### config.mk
export PLATFORM = sky130hd
export DESIGN_NAME = calendar_date_arithmetic_core
export DESIGN_NICKNAME = d
export VERILOG_FILES = /design/src/hw/rtl/cad_pkg.sv /design/src/hw/rtl/cad_step.sv /design/src/hw/rtl/calendar_date_arithmetic_core.sv
export VERILOG_INCLUDE_DIRS = /design/src /design/src/hw/rtl
export SDC_FILE = /design/constraint.sdc
export NUM_CORES = 1
export LEC_CHECK = 0
export ABC_CLOCK_PERIOD_IN_PS = 5510
export BUFFER_PORTS_ARGS = -buffer_cell sky130_fd_sc_hd__buf_4
export CAP_MARGIN = 10
export CORE_MARGIN = 3
export CORE_UTILIZATION = 57
export DETAILED_ROUTE_END_ITERATION = 8
export PLACE_DENSITY = 0.78
export SYNTH_ARGS = -nofsm -noshare
export SYNTH_HDL_FRONTEND = slang
export SYNTH_SLANG_ARGS = --single-unit
### constraint.sdc
create_clock -name clk -period 5.51 [get_ports clk]
set_input_delay 0.551 -clock clk [delete_from_list [all_inputs] [get_ports clk]]
set_output_delay 0.551 -clock clk [all_outputs]
set_load 0.01 [all_outputs]
### src/hw/rtl/calendar_date_arithmetic_core_macros.svh
// ----------------------------------------------------------------------------
// Calendar date arithmetic assertion macros
// Concurrent assertion helpers, empty when building for synthesis.
// ----------------------------------------------------------------------------
`ifndef CALENDAR_DATE_ARITHMETIC_CORE_MACROS_SVH
`define CALENDAR_DATE_ARITHMETIC_CORE_MACROS_SVH
`ifndef SYNTHESIS
`define CAD_ASSERT(lbl, clk, rst_n, prop) \
	lbl: assert property (@(posedge clk) disable iff (!rst_n) prop) \
		else $error("%m: assertion failed");
`define CAD_ASSERT_ALWAYS(lbl, clk, prop) \
	lbl: assert property (@(posedge clk) prop) \
		else $error("%m: assertion failed");
`else
`define CAD_ASSERT(lbl, clk, rst_n, prop)
`define CAD_ASSERT_ALWAYS(lbl, clk, prop)
`endif
`endif

### src/hw/rtl/cad_pkg.sv
// ----------------------------------------------------------------------------
// Calendar date arithmetic package
// Shared types, selector codes and month length helpers.
// ----------------------------------------------------------------------------
`timescale 1ns / 1ps

package cad_pkg;

	localparam int MAX_DAY_STEPS_DEF = 32768;
	localparam logic [13:0] YEAR_MAX = 14'd9999;
	localparam logic [16:0] MONTH_IDX_MAX = 17'd119999;

	localparam logic [2:0] FN_CHECK   = 3'd0;
	localparam logic [2:0] FN_NEXT    = 3'd1;
	localparam logic [2:0] FN_PREV    = 3'd2;
	localparam logic [2:0] FN_DAYS    = 3'd3;
	localparam logic [2:0] FN_MONTHS  = 3'd4;
	localparam logic [2:0] FN_COMPARE = 3'd5;

	typedef struct packed {
		logic [4:0]  day;
		logic [3:0]  month;
		logic [13:0] year;
	} date_t;

	typedef enum logic [2:0] {
		ST_IDLE,
		ST_CHECK,
		ST_STEP,
		ST_MDIV,
		ST_MFIX,
		ST_PACK
	} cad_state_t;

	function automatic logic [4:0] days_in(input logic [3:0] m, input logic [13:0] y);
		logic [4:0] n;
		case (m)
			4'd1, 4'd3, 4'd5, 4'd7, 4'd8, 4'd10, 4'd12: n = 5'd31;
			4'd4, 4'd6, 4'd9, 4'd11: n = 5'd30;
			4'd2: n = (y[1:0] == 2'b00) ? 5'd29 : 5'd28;
			default: n = 5'd0;
		endcase
		return n;
	endfunction

	function automatic logic date_valid(input logic [5:0] d, input logic [3:0] m,
			input logic [13:0] y);
		return (y <= YEAR_MAX) && (m >= 4'd1) && (m <= 4'd12) && (d >= 6'd1) &&
			(d <= {1'b0, days_in(m, y)});
	endfunction

endpackage

### src/hw/rtl/cad_step.sv
// ----------------------------------------------------------------------------
// Calendar day stepper
// Moves a valid date one day forward or back and flags year range exits.
// ----------------------------------------------------------------------------
`timescale 1ns / 1ps

module cad_step import cad_pkg::*; (
	input  date_t cur,
	input  logic  dir,
	output date_t nxt,
	output logic  ok
);

	logic [4:0] len_cur;
	logic [4:0] len_prev;

	assign len_cur = days_in(cur.month, cur.year);
	assign len_prev = days_in(cur.month - 4'd1, cur.year);

	always_comb begin
		nxt = cur;
		ok = 1'b1;
		if (!dir) begin
			if (cur.day < len_cur) begin
				nxt.day = cur.day + 5'd1;
			end else if (cur.month < 4'd12) begin
				nxt.day = 5'd1;
				nxt.month = cur.month + 4'd1;
			end else if (cur.year >= YEAR_MAX) begin
				ok = 1'b0;
			end else begin
				nxt.day = 5'd1;
				nxt.month = 4'd1;
				nxt.year = cur.year + 14'd1;
			end
		end else begin
			if (cur.day > 5'd1) begin
				nxt.day = cur.day - 5'd1;
			end else if (cur.month > 4'd1) begin
				nxt.month = cur.month - 4'd1;
				nxt.day = len_prev;
			end else if (cur.year == 14'd0) begin
				ok = 1'b0;
			end else begin
				nxt.day = 5'd31;
				nxt.month = 4'd12;
				nxt.year = cur.year - 14'd1;
			end
		end
	end

endmodule

### src/hw/rtl/calendar_date_arithmetic_core.sv
// ----------------------------------------------------------------------------
// Calendar date arithmetic core
// Checks, steps, shifts and compares day/month/year dates under a sequencer.
// ----------------------------------------------------------------------------
// A command is taken when start is high and busy is low; busy then stays high
// until the result beat, which appears for one cycle with done high and must
// be captured then. Check and compare go from the check state to pack, day
// steps run through the step state and add months through divide and fix.
// Add days moves the date n days, n being the magnitude of amount saturated
// at MAX_DAY_STEPS; the single day stepper advances the date one day per cycle.
`timescale 1ns / 1ps
`include "calendar_date_arithmetic_core_macros.svh"

module calendar_date_arithmetic_core import cad_pkg::*; #(
	parameter int MAX_DAY_STEPS = MAX_DAY_STEPS_DEF
) (
	input  logic               clk,
	input  logic               arst_n,
	input  logic               start,
	output logic               busy,
	input  logic [2:0]         func,
	input  logic [5:0]         day_a,
	input  logic [3:0]         month_a,
	input  logic [13:0]        year_a,
	input  logic [5:0]         day_b,
	input  logic [3:0]         month_b,
	input  logic [13:0]        year_b,
	input  logic signed [15:0] amount,
	output logic               done,
	output logic [4:0]         day_out,
	output logic [3:0]         month_out,
	output logic [13:0]        year_out,
	output logic               result_valid,
	output logic               is_less,
	output logic               is_equal,
	output logic               is_greater,
	output logic signed [27:0] packed_date
);

	localparam int CNT_W = $clog2(MAX_DAY_STEPS + 1);

	cad_state_t state_q, state_d;

	logic [2:0]         func_q;
	logic [5:0]         da_q, db_q;
	logic [3:0]         ma_q, mb_q;
	logic [13:0]        ya_q, yb_q;
	logic signed [15:0] amt_q;
	date_t              cur_q;
	logic               ok_q, dir_q, lt_q, eq_q, gt_q;
	logic [CNT_W-1:0]   cnt_q;
	logic [16:0]        t_q;
	logic [13:0]        q_q;
	logic               done_q;

	logic               a_ok, b_ok, fn_ok, t_bad;
	logic [16:0]        mag;
	logic [CNT_W-1:0]   n_steps;
	logic [17:0]        t_base;
	logic signed [18:0] t_full;
	logic [31:0]        q_prod;
	logic [16:0]        rem;
	logic [3:0]         m_new;
	logic [4:0]         len_new;
	date_t              step_nxt;
	logic               step_ok;

	cad_step u_step (
		.cur (cur_q),
		.dir (dir_q),
		.nxt (step_nxt),
		.ok  (step_ok)
	);

	assign a_ok = date_valid(da_q, ma_q, ya_q);
	assign b_ok = date_valid(db_q, mb_q, yb_q);
	assign fn_ok = (func_q <= FN_COMPARE) && (func_q != FN_COMPARE || b_ok);
	assign mag = amt_q[15] ? (17'd0 - {amt_q[15], amt_q}) : {1'b0, amt_q};
	assign n_steps = (32'(mag) > 32'(MAX_DAY_STEPS)) ? CNT_W'(MAX_DAY_STEPS) : CNT_W'(mag);
	assign t_base = 18'(ya_q) * 18'd12 + 18'(ma_q) - 18'd1;
	assign t_full = $signed({1'b0, t_base}) + $signed({{3{amt_q[15]}}, amt_q});
	assign t_bad = t_full[18] || (t_full[17:0] > {1'b0, MONTH_IDX_MAX});
	assign q_prod = 32'(t_q[16:2]) * 32'd43691;
	assign rem = t_q - 17'(q_q) * 17'd12;
	assign m_new = rem[3:0] + 4'd1;
	assign len_new = days_in(m_new, q_q);

	always_ff @(posedge clk or negedge arst_n) begin
		if (!arst_n) begin
			state_q <= ST_IDLE;
		end else begin
			state_q <= state_d;
		end
	end

	always_comb begin
		state_d = state_q;
		busy = (state_q != ST_IDLE);
		case (state_q)
			ST_IDLE: begin
				if (start) begin
					state_d = ST_CHECK;
				end
			end
			ST_CHECK: begin
				if (!a_ok || !fn_ok) begin
					state_d = ST_PACK;
				end else if (func_q == FN_NEXT || func_q == FN_PREV || func_q == FN_DAYS) begin
					state_d = ST_STEP;
				end else if (func_q == FN_MONTHS && !t_bad) begin
					state_d = ST_MDIV;
				end else begin
					state_d = ST_PACK;
				end
			end
			ST_STEP: begin
				if (cnt_q == '0 || !step_ok) begin
					state_d = ST_PACK;
				end
			end
			ST_MDIV: state_d = ST_MFIX;
			ST_MFIX: state_d = ST_PACK;
			ST_PACK: state_d = ST_IDLE;
			default: state_d = ST_IDLE;
		endcase
	end

	always_ff @(posedge clk or negedge arst_n) begin
		if (!arst_n) begin
			done_q <= 1'b0;
		end else begin
			done_q <= (state_q == ST_PACK);
		end
	end

	always_ff @(posedge clk) begin
		case (state_q)
			ST_IDLE: begin
				func_q <= func;
				da_q <= day_a;
				ma_q <= month_a;
				ya_q <= year_a;
				db_q <= day_b;
				mb_q <= month_b;
				yb_q <= year_b;
				amt_q <= amount;
			end
			ST_CHECK: begin
				cur_q <= '{day: da_q[4:0], month: ma_q, year: ya_q};
				ok_q <= a_ok && fn_ok && (func_q != FN_MONTHS || !t_bad);
				lt_q <= (func_q == FN_COMPARE) && a_ok && b_ok &&
					({ya_q, ma_q, da_q} < {yb_q, mb_q, db_q});
				eq_q <= (func_q == FN_COMPARE) && a_ok && b_ok &&
					({ya_q, ma_q, da_q} == {yb_q, mb_q, db_q});
				gt_q <= (func_q == FN_COMPARE) && a_ok && b_ok &&
					({ya_q, ma_q, da_q} > {yb_q, mb_q, db_q});
				dir_q <= (func_q == FN_PREV) || (func_q == FN_DAYS && amt_q[15]);
				if (func_q == FN_NEXT || func_q == FN_PREV) begin
					cnt_q <= CNT_W'(1);
				end else if (func_q == FN_DAYS) begin
					cnt_q <= n_steps;
				end else begin
					cnt_q <= '0;
				end
				t_q <= t_full[16:0];
			end
			ST_STEP: begin
				if (cnt_q != '0) begin
					if (!step_ok) begin
						ok_q <= 1'b0;
					end else begin
						cur_q <= step_nxt;
						cnt_q <= cnt_q - CNT_W'(1);
					end
				end
			end
			ST_MDIV: begin
				q_q <= q_prod[30:17];
			end
			ST_MFIX: begin
				cur_q.year <= q_q;
				cur_q.month <= m_new;
				if (cur_q.day > len_new) begin
					cur_q.day <= len_new;
				end
			end
			ST_PACK: begin
				if (ok_q) begin
					day_out <= cur_q.day;
					month_out <= cur_q.month;
					year_out <= cur_q.year;
					packed_date <= $signed(28'(cur_q.year) * 28'd10000 +
						28'(cur_q.month) * 28'd100 + 28'(cur_q.day));
				end else begin
					day_out <= '0;
					month_out <= '0;
					year_out <= '0;
					packed_date <= '1;
				end
				result_valid <= ok_q;
				is_less <= lt_q;
				is_equal <= eq_q;
				is_greater <= gt_q;
			end
			default: begin
			end
		endcase
	end

	assign done = done_q;

	`CAD_ASSERT(a_done_single, clk, arst_n, done |=> !done)
	`CAD_ASSERT(a_start_busy, clk, arst_n, (start && !busy) |=> busy)
	`CAD_ASSERT(a_cmp_onehot, clk, arst_n, done |-> $onehot0({is_less, is_equal, is_greater}))
	`CAD_ASSERT(a_invalid_zero, clk, arst_n,
		(done && !result_valid) |-> (packed_date == -28'sd1 && month_out == 4'd0))
	`CAD_ASSERT(a_step_count, clk, arst_n,
		(state_q == ST_STEP && cnt_q != '0 && step_ok) |=> (cnt_q == $past(cnt_q) - CNT_W'(1)))
	`CAD_ASSERT_ALWAYS(a_reset_idle, clk, !arst_n |-> !done)

endmodule
# Word-level counts from Yosys, hierarchy flattened
# Index checks and enable logic that the tools add are counted.
dict set report word_totals {
  input_bits 70
  word_cells 263
  output_inout_bits 57
  reg_bits 201
}
dict set report op_classes {
  n_reduce_logical 57
  eq_ne 89
  addsub 15
  mux 47
  mul 5
  magnitude_cmp 21
}
# cell n
set op_table {}
lappend op_table {{23-bit 2-to-1 mux} 5}
lappend op_table {{4-bit equality test (second input constant)} 25}
lappend op_table {{4-bit by 3-bit equality test with 1-bit output (second input constant)} 20}
lappend op_table {{16-bit 2-to-1 mux} 5}
lappend op_table {{5-bit one-hot mux with 3 select lines} 5}
lappend op_table {{23-bit one-hot mux with 3 select lines} 1}
lappend op_table {{4-bit by 2-bit equality test with 1-bit output (second input constant)} 10}
lappend op_table {{18-bit 2-to-1 mux} 2}
lappend op_table {{7-bit OR reduction} 5}
lappend op_table {{16-bit one-hot mux with 2 select lines} 1}
lappend op_table {{15-bit by 16-bit multiplier with 31-bit output (second input constant)} 1}
lappend op_table {{28-bit by 11-bit adder with 28-bit output} 1}
lappend op_table {{28-bit by 5-bit adder with 28-bit output} 1}
lappend op_table {{14-bit less-or-equal comparator (second input constant)} 2}
lappend op_table {{14-bit 2-to-1 mux} 2}
lappend op_table {{24-bit equality test} 1}
lappend op_table {{24-bit greater-than comparator} 1}
lappend op_table {{24-bit less-than comparator} 1}
lappend op_table {{14-bit by 10-bit multiplier with 24-bit output (second input constant)} 1}
lappend op_table {{3-bit inequality test (second input constant)} 8}
lappend op_table {{4-bit by 1-bit equality test with 1-bit output (second input constant)} 5}
lappend op_table {{4-bit OR reduction} 5}
lappend op_table {{19-bit by 16-bit adder with 19-bit output} 1}
lappend op_table {{18-bit by 4-bit adder with 18-bit output} 1}
lappend op_table {{other kinds (54)} 124}

# Longest topological paths before layout
# Gate-level depths: netlist (run 1).
dict set report logic_depth {
  ltp_word 12
  ltp_mapped 26
}

# Hierarchy
# From an unflattened synthesis (run 1), not the netlist that was laid out.
dict set report unflattened {
  cells_unflattened 2028
  hier_area_um2 20010.4
}
# module instances cells_per_inst area_per_inst_um2
set modules_own_cells {}
lappend modules_own_cells {calendar_date_arithmetic_core 1 1791 18464.0}
lappend modules_own_cells {cad_step 1 237 1546.5}

# Least setup slack after synthesis (run 1)
# Ideal clock, no wire load.
dict set report synth_path {
  path_kind {reg2reg}
  start {register cur_q[4] in the netlist's numbering}
  end {register packed_date[26], data pin}
  t_required_ps 5242
  setup_ps 268
  slack_ps -98
  t_arrival_ps 5341
  stages_incl_launch_ff 21
  cell_sequence {edfxtp_1 > fa_1 > ha_1 > inv_1 > fa_1 > inv_1 > ha_1 > inv_1 > fa_1 > inv_1 > ha_1 > o21a_2 > o21a_1 > o22ai_4 > xor2_1 > a2111oi_2 > nand4_1 > or4b_1 > nor4_1 > xnor2_1 > nand2_1}
}
dict set report synth_between {
  elab_chain_len 3
}
# element line
set synth_lines {}
lappend synth_lines {{from (decl)} calendar_date_arithmetic_core.sv:49} ;# date_t cur_q;
lappend synth_lines {{from (signal assigned)} calendar_date_arithmetic_core.sv:149} ;# cur_q <= '{day: da_q[4:0], month: ma_q, year: ya_q};
lappend synth_lines {{from (signal assigned)} calendar_date_arithmetic_core.sv:172} ;# cur_q <= step_nxt;
lappend synth_lines {{14-bit by 10-bit multiplier with 24-bit output} calendar_date_arithmetic_core.sv:192} ;# packed_date <= $signed(28'(cur_q.year) * 28'd10000 +
lappend synth_lines {{28-bit by 11-bit adder with 28-bit output} calendar_date_arithmetic_core.sv:192}
lappend synth_lines {{28-bit by 5-bit adder with 28-bit output} calendar_date_arithmetic_core.sv:193} ;# 28'(cur_q.month) * 28'd100 + 28'(cur_q.day));
lappend synth_lines {{to (signal assigned)} calendar_date_arithmetic_core.sv:192}
lappend synth_lines {{to (decl)} calendar_date_arithmetic_core.sv:37} ;# output logic signed [27:0] packed_date
# No other way between the ends.
# A chain may end at the register's enable or synchronous reset.

# Worst setup path after layout (run 1)
dict set report layout_path {
  start {register cur_q[5] in the netlist's numbering}
  end {register packed_date[27], data pin}
}
# Same word-level chain as after synthesis.

==> summary.md, run 1 <==
### Die
• **number of placement rows** 67
• **Horiz. Die Dim** 192 um
• **die boundary height** 192 um
• **starting density of the core** 58.3%
• **floorplan die area** 0.0367 sq mm
• **I/O pin count** 127
• **Core Area** 0.0337 sq mm

### CTS
• **clock tree sinks** 201
• **number of CTS-inserted buffers** 24
• **clock transition time at the flip-flop clock pins of the worst setup and hold paths** 60 ps
• **Clock Path Buffers** 3
• **H-tree Lvls** 1
• **clock latency on the worst-skew pair** 550 ps
• **clock tree from TritonCTS** built
• **Clock Tree Root** sky130_fd_sc_hd__clkbuf_16

### Setup path
• **CP bufs+invs** 4
• **cell repeated most along the worst path** sky130_fd_sc_hd__fa_1
• **crit path kind** flip-flop to flip-flop
• **cell chain of the critical path** fa_1, ha_4, inv_2, fa_1, inv_1, ha_1, inv_1, fa_1, inv_2, ha_4, or4_4, o22ai_4, a21oi_2, o311a_1, or4b_4, nor3_4, nand3_2, and4b_1, a311oi_1
• **kind of end point of the critical path** flip-flop
• **slowest stage delay, CP** 580 ps
• **Setup crit start kind** flip-flop
• **data arrival time of the worst path** 6090 ps
• **largest delay contributor family on the critical path** adder cells
• **worst endpoint required time** 5880 ps
• **worst-path maximum fanout** 5
• **slowest cell on the critical path** sky130_fd_sc_hd__or4b_4

### Logic synthesis
• **Yosys top cell by area** sky130_fd_sc_hd__edfxtp_1
• **share of async-settable or async-resettable flops after synthesis** 1.99%
• **count of yosys warnings during synthesis** 0
• **fraction of post-synthesis cell area in the top cell type by area** 30.1%
• **number of cells produced by synthesis** 1941
• **xor/xnor share of the synthesized area** 6.16%
• **combinational family with the most area after synthesis** adder cells
• **share of synthesized area spent on multiplexers** 0.102%
• **adder and majority gate portion of the synthesized area** 32.0%
• **number of storage elements in the synthesis netlist** 201
• **Synth area leaders** sky130_fd_sc_hd__edfxtp_1 30%, sky130_fd_sc_hd__ha_1 22%, sky130_fd_sc_hd__fa_1 10%
• **area fraction in and, or, nand and nor cells after synthesis** 11.1%
• **net count after synthesis** 2453
• **mean instance size in the synthesized netlist** 10.1 sq um
• **synthesized-area fraction occupied by ao, oa, aoi and oai cells** 13.7%
• **post-synth design cell area** 0.0196 sq mm
• **synth unique cells** 83
• **Primary FF master, synth** sky130_fd_sc_hd__edfxtp_1
• **sequential element share of the synthesized area** 30.6%
• **count of flip-flops with a built-in enable after synthesis** 197

### Layout
• **Sequential Area** 0.00602 sq mm
• **highest-count cells in the layout ignoring fill and taps** 328 x sky130_fd_sc_hd__ha_1, 297 x sky130_fd_sc_hd__inv_1, 263 x sky130_fd_sc_hd__buf_4
• **total area of multi-input combinational cells** 0.0128 sq mm
• **post-route cell area** 0.0233 sq mm
• **core utilization of the finished layout** 69.1%
• **fraction of layout cells with a size suffix above 1** 17.7%
• **synthesis-to-finish area growth** 18.6%
• **antenna cells** 0
• **leading cell type in the layout, fill and taps excluded** sky130_fd_sc_hd__ha_1
• **number of filler cells placed in the layout** 2503
• **net count of the finished layout** 2720

### Drt
• **routed length per instance** 17.9 um
• **routed vias/inst** 5.71
• **1st-pass router iterations** 5
• **Iter 0 DRT Violations** 781
• **final wirelength** 47800 um
• **post-detailed-route DRC marker count** 0
• **routed vias** 15249
• **remaining antenna violation count after routing** 0

### Place
• **post-detailed-placement half-perimeter wirelength** 37800 um
• **total placed instance area** 0.0220 sq mm
• **Final GP Congestion** 0.896
• **number of buffers added on ports** 126

### STA
• **final hold vios** 0
• **setup ws final** -211 ps
• **worst rel slew slack** 22.0%
• **setup violation total in the final timing report** 5
• **minimum period implied by the final worst setup slack** 5720 ps
• **achievable frequency** 175 MHz
• **transition time of the tightest slew-check pin** 1170 ps
• **total negative setup slack** -549 ps
• **worst-case clock skew** 13.8 ps
• **worst hold margin** 171 ps
• **number of max-slew violations in the final report** 0
• **unrepaired setup endpoints after global routing** true
• **final cycle utilization of the critical path** 104%

### Min path
• **worst hold-check path type** input pin to flip-flop

### Flow run
• **Max Cap Viol** 0

### Status
• **run status** complete, but fails checks
• **violated checks** setup timing

### Global routing
• **antenna violations before repair** 0
• **number of global-route vias before repair** 15603
• **pin count of the biggest net entering global routing** 57
• **total gr overflow** 0
• **first-pass GRT wire length** 75900 um
• **global-route total usage across every layer** 25.7%

metrics by stage:
stage                     worst slack (ps)  cells
after global placement               -14.4   2612
final                                 -211   2671
after global routing                  -373   2671
after CTS                             -149   2658
after floorplan                      -18.1   1941
after detailed placement              -161   2612
registers in the layout (all words and copies together) (netlist names), 3 cells and up:
register and cells:
year_out 14, state_q 3, mb_q 4, t_q 17, month_out 4, amt_q 16
packed_date 28, db_q 6, ya_q 14, ma_q 4, day_out 5, q_q 14
func_q 3, cnt_q 16, cur_q 23, da_q 6, yb_q 14
kinds of logic after synthesis:
| family | Yosys count |
|---|---|
| xor+xnor | 138 |
| buf+inv | 330 |
| fa+ha+maj | 442 |
| compound gates | 399 |
| mux | 2 |
| simple gates | 429 |
| flops | 201 |
routing by layer:
layer	global-route usage [%]	share of wire [%]	up-vias
met1	30.3	40	7341
li1	-	-	7401
met4	9.12	3.7	0
met2	48.0	52	392
met3	3.29	4.2	115
met5	0	0	-
worst register-to-register path: cells and delay by family (launching register included):
| family | cells | cell delay (ps) |
|---|---|---|
| compound gates | 4 | 990 |
| fa+ha+maj | 6 | 2250 |
| buf+inv | 4 | 150 |
| flops | 1 | 500 |
| simple gates | 5 | 1630 |
worst paths after layout:
| check | from | end | slack, ps | cells after the start |
|---|---|---|---|---|
| setup / recovery | cur_q[5] | packed_date[27] | -210 | 19 |
| hold reg to reg | lt_q | is_less | 430 | 0 |
| hold / removal | year_a[10] | ya_q[10] | 170 | 1 |
| setup reg to reg | cur_q[5] | packed_date[27] | -210 | 19 |
| min in group asynchronous | arst_n | state_q[0] | 350 | 2 |
| max in group asynchronous | arst_n | done | 5050 | 2 |
synthesized netlist by cell type, types with 6 or more instances:
cell type,n
sky130_fd_sc_hd__nand2b_1,20
sky130_fd_sc_hd__a22oi_1,18
sky130_fd_sc_hd__ha_1,343
sky130_fd_sc_hd__nand2_1,93
sky130_fd_sc_hd__and2_1,31
sky130_fd_sc_hd__xnor2_1,87
sky130_fd_sc_hd__nor4_1,9
sky130_fd_sc_hd__nor2b_1,22
sky130_fd_sc_hd__or3_1,17
sky130_fd_sc_hd__nand4_1,19
sky130_fd_sc_hd__o21a_1,32
sky130_fd_sc_hd__o21bai_1,15
sky130_fd_sc_hd__o221ai_1,6
sky130_fd_sc_hd__a21o_1,27
sky130_fd_sc_hd__o31a_1,6
sky130_fd_sc_hd__nand3_1,34
sky130_fd_sc_hd__a31oi_1,9
sky130_fd_sc_hd__nor2_1,104
sky130_fd_sc_hd__or2_2,8
sky130_fd_sc_hd__inv_1,304
sky130_fd_sc_hd__a211oi_1,21
sky130_fd_sc_hd__edfxtp_1,197
sky130_fd_sc_hd__a21oi_1,85
sky130_fd_sc_hd__xor2_1,51
sky130_fd_sc_hd__fa_1,99
sky130_fd_sc_hd__nor3_1,40
sky130_fd_sc_hd__o21ai_0,70
sky130_fd_sc_hd__a311oi_1,6
sky130_fd_sc_hd__o211ai_1,10
sky130_fd_sc_hd__clkbuf_1,21
sky130_fd_sc_hd__o22ai_1,24
sky130_fd_sc_hd__o31ai_1,10
repair_timing:
action / CTS / global route
resized for setup: 18 / 65
hold endpoints to repair: 4 / 0
setup endpoints to repair: 10 / 21
pin swaps: 3 / 59
hold buffers: 1 / 0
buffers inserted: 4 / 13
area by class of cell:
class / instances / area share [%]
Multi-Input combinational cell: 1410 / 55.0
Sequential cell: 201 / 25.8
Timing Repair Buffer: 267 / 8.67
Inverter: 304 / 4.90
Clock buffer: 28 / 2.64
Tap cell: 448 / 2.41
Clock inverter: 13 / 0.484
Power of run 1 is left out: the tool's default activity adds up to more than one toggle a clock period on the data nets, which glitch-free logic cannot reach.
==> inputs of run 2 (changes only) <==
--- a/config.mk
+++ b/config.mk
@@ -6,13 +6,15 @@
 export SDC_FILE = /design/constraint.sdc
 export NUM_CORES = 1
 export LEC_CHECK = 0
+export ABC_AREA = 1
 export ABC_CLOCK_PERIOD_IN_PS = 5510
 export BUFFER_PORTS_ARGS = -buffer_cell sky130_fd_sc_hd__buf_4
 export CAP_MARGIN = 10
+export CORE_ASPECT_RATIO = 0.6
 export CORE_MARGIN = 3
 export CORE_UTILIZATION = 57
 export DETAILED_ROUTE_END_ITERATION = 8
-export PLACE_DENSITY = 0.78
+export PLACE_DENSITY = 0.77
 export SYNTH_ARGS = -nofsm -noshare
 export SYNTH_HDL_FRONTEND = slang
 export SYNTH_SLANG_ARGS = --single-unit
==> summary.md, run 2 <==
### CTS
• **Clock Tree Root** sky130_fd_sc_hd__clkbuf_16
• **clock latency on the worst-skew pair** 530 ps, -20 ps
• **clock transition time at the flip-flop clock pins of the worst setup and hold paths** 60 ps, about the same
• **clock tree from TritonCTS** built
• **number of CTS-inserted buffers** 22, -8.3%
• **clock tree sinks** 201, unchanged
• **Clock Path Buffers** 3, unchanged
• **H-tree Lvls** 1, unchanged

### Die
• **I/O pin count** 127, unchanged
• **die boundary height** 154 um, -20%
• **floorplan die area** 0.0389 sq mm, +5.9%
• **number of placement rows** 53, -21%
• **Horiz. Die Dim** 252 um, +32%
• **Core Area** 0.0355 sq mm, +5.3%
• **starting density of the core** 58.6%, +0.31 points

### Logic synthesis
• **number of storage elements in the synthesis netlist** 201, unchanged
• **Synth area leaders** sky130_fd_sc_hd__edfxtp_1 28%, sky130_fd_sc_hd__ha_1 21%, sky130_fd_sc_hd__fa_1 9.5%
• **count of yosys warnings during synthesis** 0, unchanged
• **net count after synthesis** 2987, +22%
• **Primary FF master, synth** sky130_fd_sc_hd__edfxtp_1
• **count of flip-flops with a built-in enable after synthesis** 197, unchanged
• **synth unique cells** 51, -39%
• **mean instance size in the synthesized netlist** 8.39 sq um, -17%
• **most frequent cell after synthesis** sky130_fd_sc_hd__inv_1
• **number of cells produced by synthesis** 2475, +28%
• **share of async-settable or async-resettable flops after synthesis** 1.99%, unchanged
• **Yosys top cell by area** sky130_fd_sc_hd__edfxtp_1
• **sequential element share of the synthesized area** 29.0%, -1.7 points
• **fraction of post-synthesis cell area in the top cell type by area** 28.5%, -1.7 points
• **commonest cells in the synthesized netlist** 502 x sky130_fd_sc_hd__inv_1, 465 x sky130_fd_sc_hd__nand2_1, 343 x sky130_fd_sc_hd__ha_1, 197 x sky130_fd_sc_hd__edfxtp_1, 171 x sky130_fd_sc_hd__nor2_1
• **post-synth design cell area** 0.0208 sq mm, +5.8%

### STA
• **transition time of the tightest slew-check pin** 1120 ps, -47.1 ps
• **final cycle utilization of the critical path** 95.5%, -8.3 points
• **achievable frequency** 190 MHz, +8.7%
• **setup violation total in the final timing report** 0, -5
• **final hold vios** 0, unchanged
• **worst-case clock skew** 18.3 ps, +4.51 ps
• **worst rel slew slack** 25.2%, +3.2 points
• **minimum period implied by the final worst setup slack** 5260 ps, -459 ps
• **total negative setup slack** 0 ps, +549 ps
• **number of max-slew violations in the final report** 0, unchanged

### Global routing
• **pin count of the biggest net entering global routing** 69, +21%
• **first-pass GRT wire length** 85000 um, +12%
• **total gr overflow** 0, unchanged
• **global-route total usage across every layer** 27.2%, +1.4 points
• **number of global-route vias before repair** 16637, +6.6%
• **antenna violations before repair** 1, +1

### Status
• **run status** complete, no violations

### Setup path
• **kind of end point of the critical path** flip-flop
• **crit path kind** flip-flop to flip-flop
• **Setup crit start kind** flip-flop
• **data arrival time of the worst path** 5530 ps, -560 ps
• **worst-path maximum fanout** 3, -2
• **worst endpoint required time** 5780 ps, -100 ps

### Drt
• **post-detailed-route DRC marker count** 0, unchanged
• **final wirelength** 52600 um, +10%
• **1st-pass router iterations** 8, +3
• **Iter 0 DRT Violations** 1473, +89%
• **routed vias** 17218, +13%
• **remaining antenna violation count after routing** 0, unchanged
• **routed vias/inst** 5.51, -3.5%
• **routed length per instance** 16.8 um, -6.0%

### Layout
• **core utilization of the finished layout** 66.0%, -3.1 points
• **max FFs per register** 28, unchanged
• **net count of the finished layout** 3155, +16%
• **synthesis-to-finish area growth** 12.7%
• **top flop regs** packed_date x28, cur_q x23, t_q x17
• **highest-count cells in the layout ignoring fill and taps** 502 x sky130_fd_sc_hd__inv_1, 465 x sky130_fd_sc_hd__nand2_1, 335 x sky130_fd_sc_hd__ha_1
• **antenna cells** 0, unchanged
• **number of cells in the finished layout apart from fillers** 3126, +17%
• **leading cell type in the layout, fill and taps excluded** sky130_fd_sc_hd__inv_1
• **Top reg by flops** packed_date
• **fraction of layout cells with a size suffix above 1** 9.59%, -8.1 points

### Flow run
• **Max Cap Viol** 0, unchanged

### Place
• **post-detailed-placement half-perimeter wirelength** 43900 um, +16%
• **Placed Cells** 3079, +18%
• **Final GP Congestion** 0.990, +11%
• **number of buffers added on ports** 126, unchanged

### Min path
• **worst hold-check path type** input pin to flip-flop

-- run 2: changes by cell type after synthesis, moves of 20 or more --
cell	change
sky130_fd_sc_hd__xnor2_1	-60
sky130_fd_sc_hd__nor2b_1	-22
sky130_fd_sc_hd__o22ai_1	-23
sky130_fd_sc_hd__nand2_1	+372
sky130_fd_sc_hd__nor2_1	+67
sky130_fd_sc_hd__o21a_1	-25
sky130_fd_sc_hd__a21oi_1	+52
sky130_fd_sc_hd__inv_1	+198
sky130_fd_sc_hd__nand4_1	+23
sky130_fd_sc_hd__nand2b_1	-20
sky130_fd_sc_hd__o21ai_0	+41
sky130_fd_sc_hd__and2_1	-29
sky130_fd_sc_hd__nand3_1	+96
-- run 2: routing by layer --
metal  track usage [%]  vias to the layer above  share of wire (%)
li1                  -                     8484                  -
met1              41.3                     8087                 49
met2              39.4                      578                 41
met3              6.39                       67                8.4
met4              5.32                        2                2.0
met5                 0                        -              0.013
-- run 2: cell type report --
class	instances	area (sq um)
Inverter	506	1900
Multi-Input combinational cell	1750	12900
Clock inverter	10	130
Fill cell	2950	12100
Tap cell	467	584
Clock buffer	30	622
Timing Repair Buffer	162	1220
Sequential cell	201	6020
-- run 2: cell families after synthesis --
| family | Yosys count | share of synthesized area (%) |
|---|---|---|
| AND/OR/NAND/NOR | 878 | 18.2 |
| flip-flops | 201 | 29.0 |
| XOR/XNOR | 97 | 4.16 |
| adder cells (fa/ha/maj) | 442 | 30.2 |
| AO/OA/AOI/OAI | 333 | 9.07 |
| buffers and inverters | 524 | 9.47 |
-- run 2: repair_timing --
action,4_1_cts,5_1_grt
setup buffers,0,6
gates resized for setup,1,19
pin swaps,0,1
endpoints found under the hold margin,4,0
setup endpoints to repair,2,8
hold buffers,1,0
-- run 2: metrics by stage --
step / area [sq um] / setup slack [ps] / hold WS (ps)
finish: 23400 / 248 / 196
global route: 23400 / -4.38 / 179
CTS: 23200 / 0.670 / 172
detailed placement: 22500 / 13.2 / 355
global placement: 22500 / 127 / 355
floorplan: 20800 / 403 / 255
-- run 2: critical path: stages, from the launching register on --
cell	delay, ps
sky130_fd_sc_hd__edfxtp_1	470
sky130_fd_sc_hd__ha_4	290
sky130_fd_sc_hd__fa_1	520
sky130_fd_sc_hd__inv_1	90
sky130_fd_sc_hd__fa_1	490
sky130_fd_sc_hd__inv_1	80
sky130_fd_sc_hd__fa_1	510
sky130_fd_sc_hd__fa_1	470
sky130_fd_sc_hd__fa_1	460
sky130_fd_sc_hd__ha_1	340
sky130_fd_sc_hd__a21oi_1	160
sky130_fd_sc_hd__a21boi_0	240
sky130_fd_sc_hd__o21ai_0	160
sky130_fd_sc_hd__nand2_1	80
sky130_fd_sc_hd__nand3_1	140
sky130_fd_sc_hd__nand2_1	100
sky130_fd_sc_hd__o211ai_1	130
sky130_fd_sc_hd__a21oi_1	180
sky130_fd_sc_hd__xor2_1	90
-- run 2: worst paths after layout --
| kind | from | endpoint | slack, ps | cells after the start |
|---|---|---|---|---|
| max | t_q[4] | q_q[12] | 250 | 18 |
| min in group asynchronous | arst_n | state_q[2] | 350 | 2 |
| min | amount[11] | amt_q[11] | 200 | 1 |
| max in group asynchronous | arst_n | done | 5060 | 2 |
| max reg2reg | t_q[4] | q_q[12] | 250 | 18 |
| min reg2reg | gt_q | is_greater | 410 | 0 |
Power of run 2 is left out for the same reason.
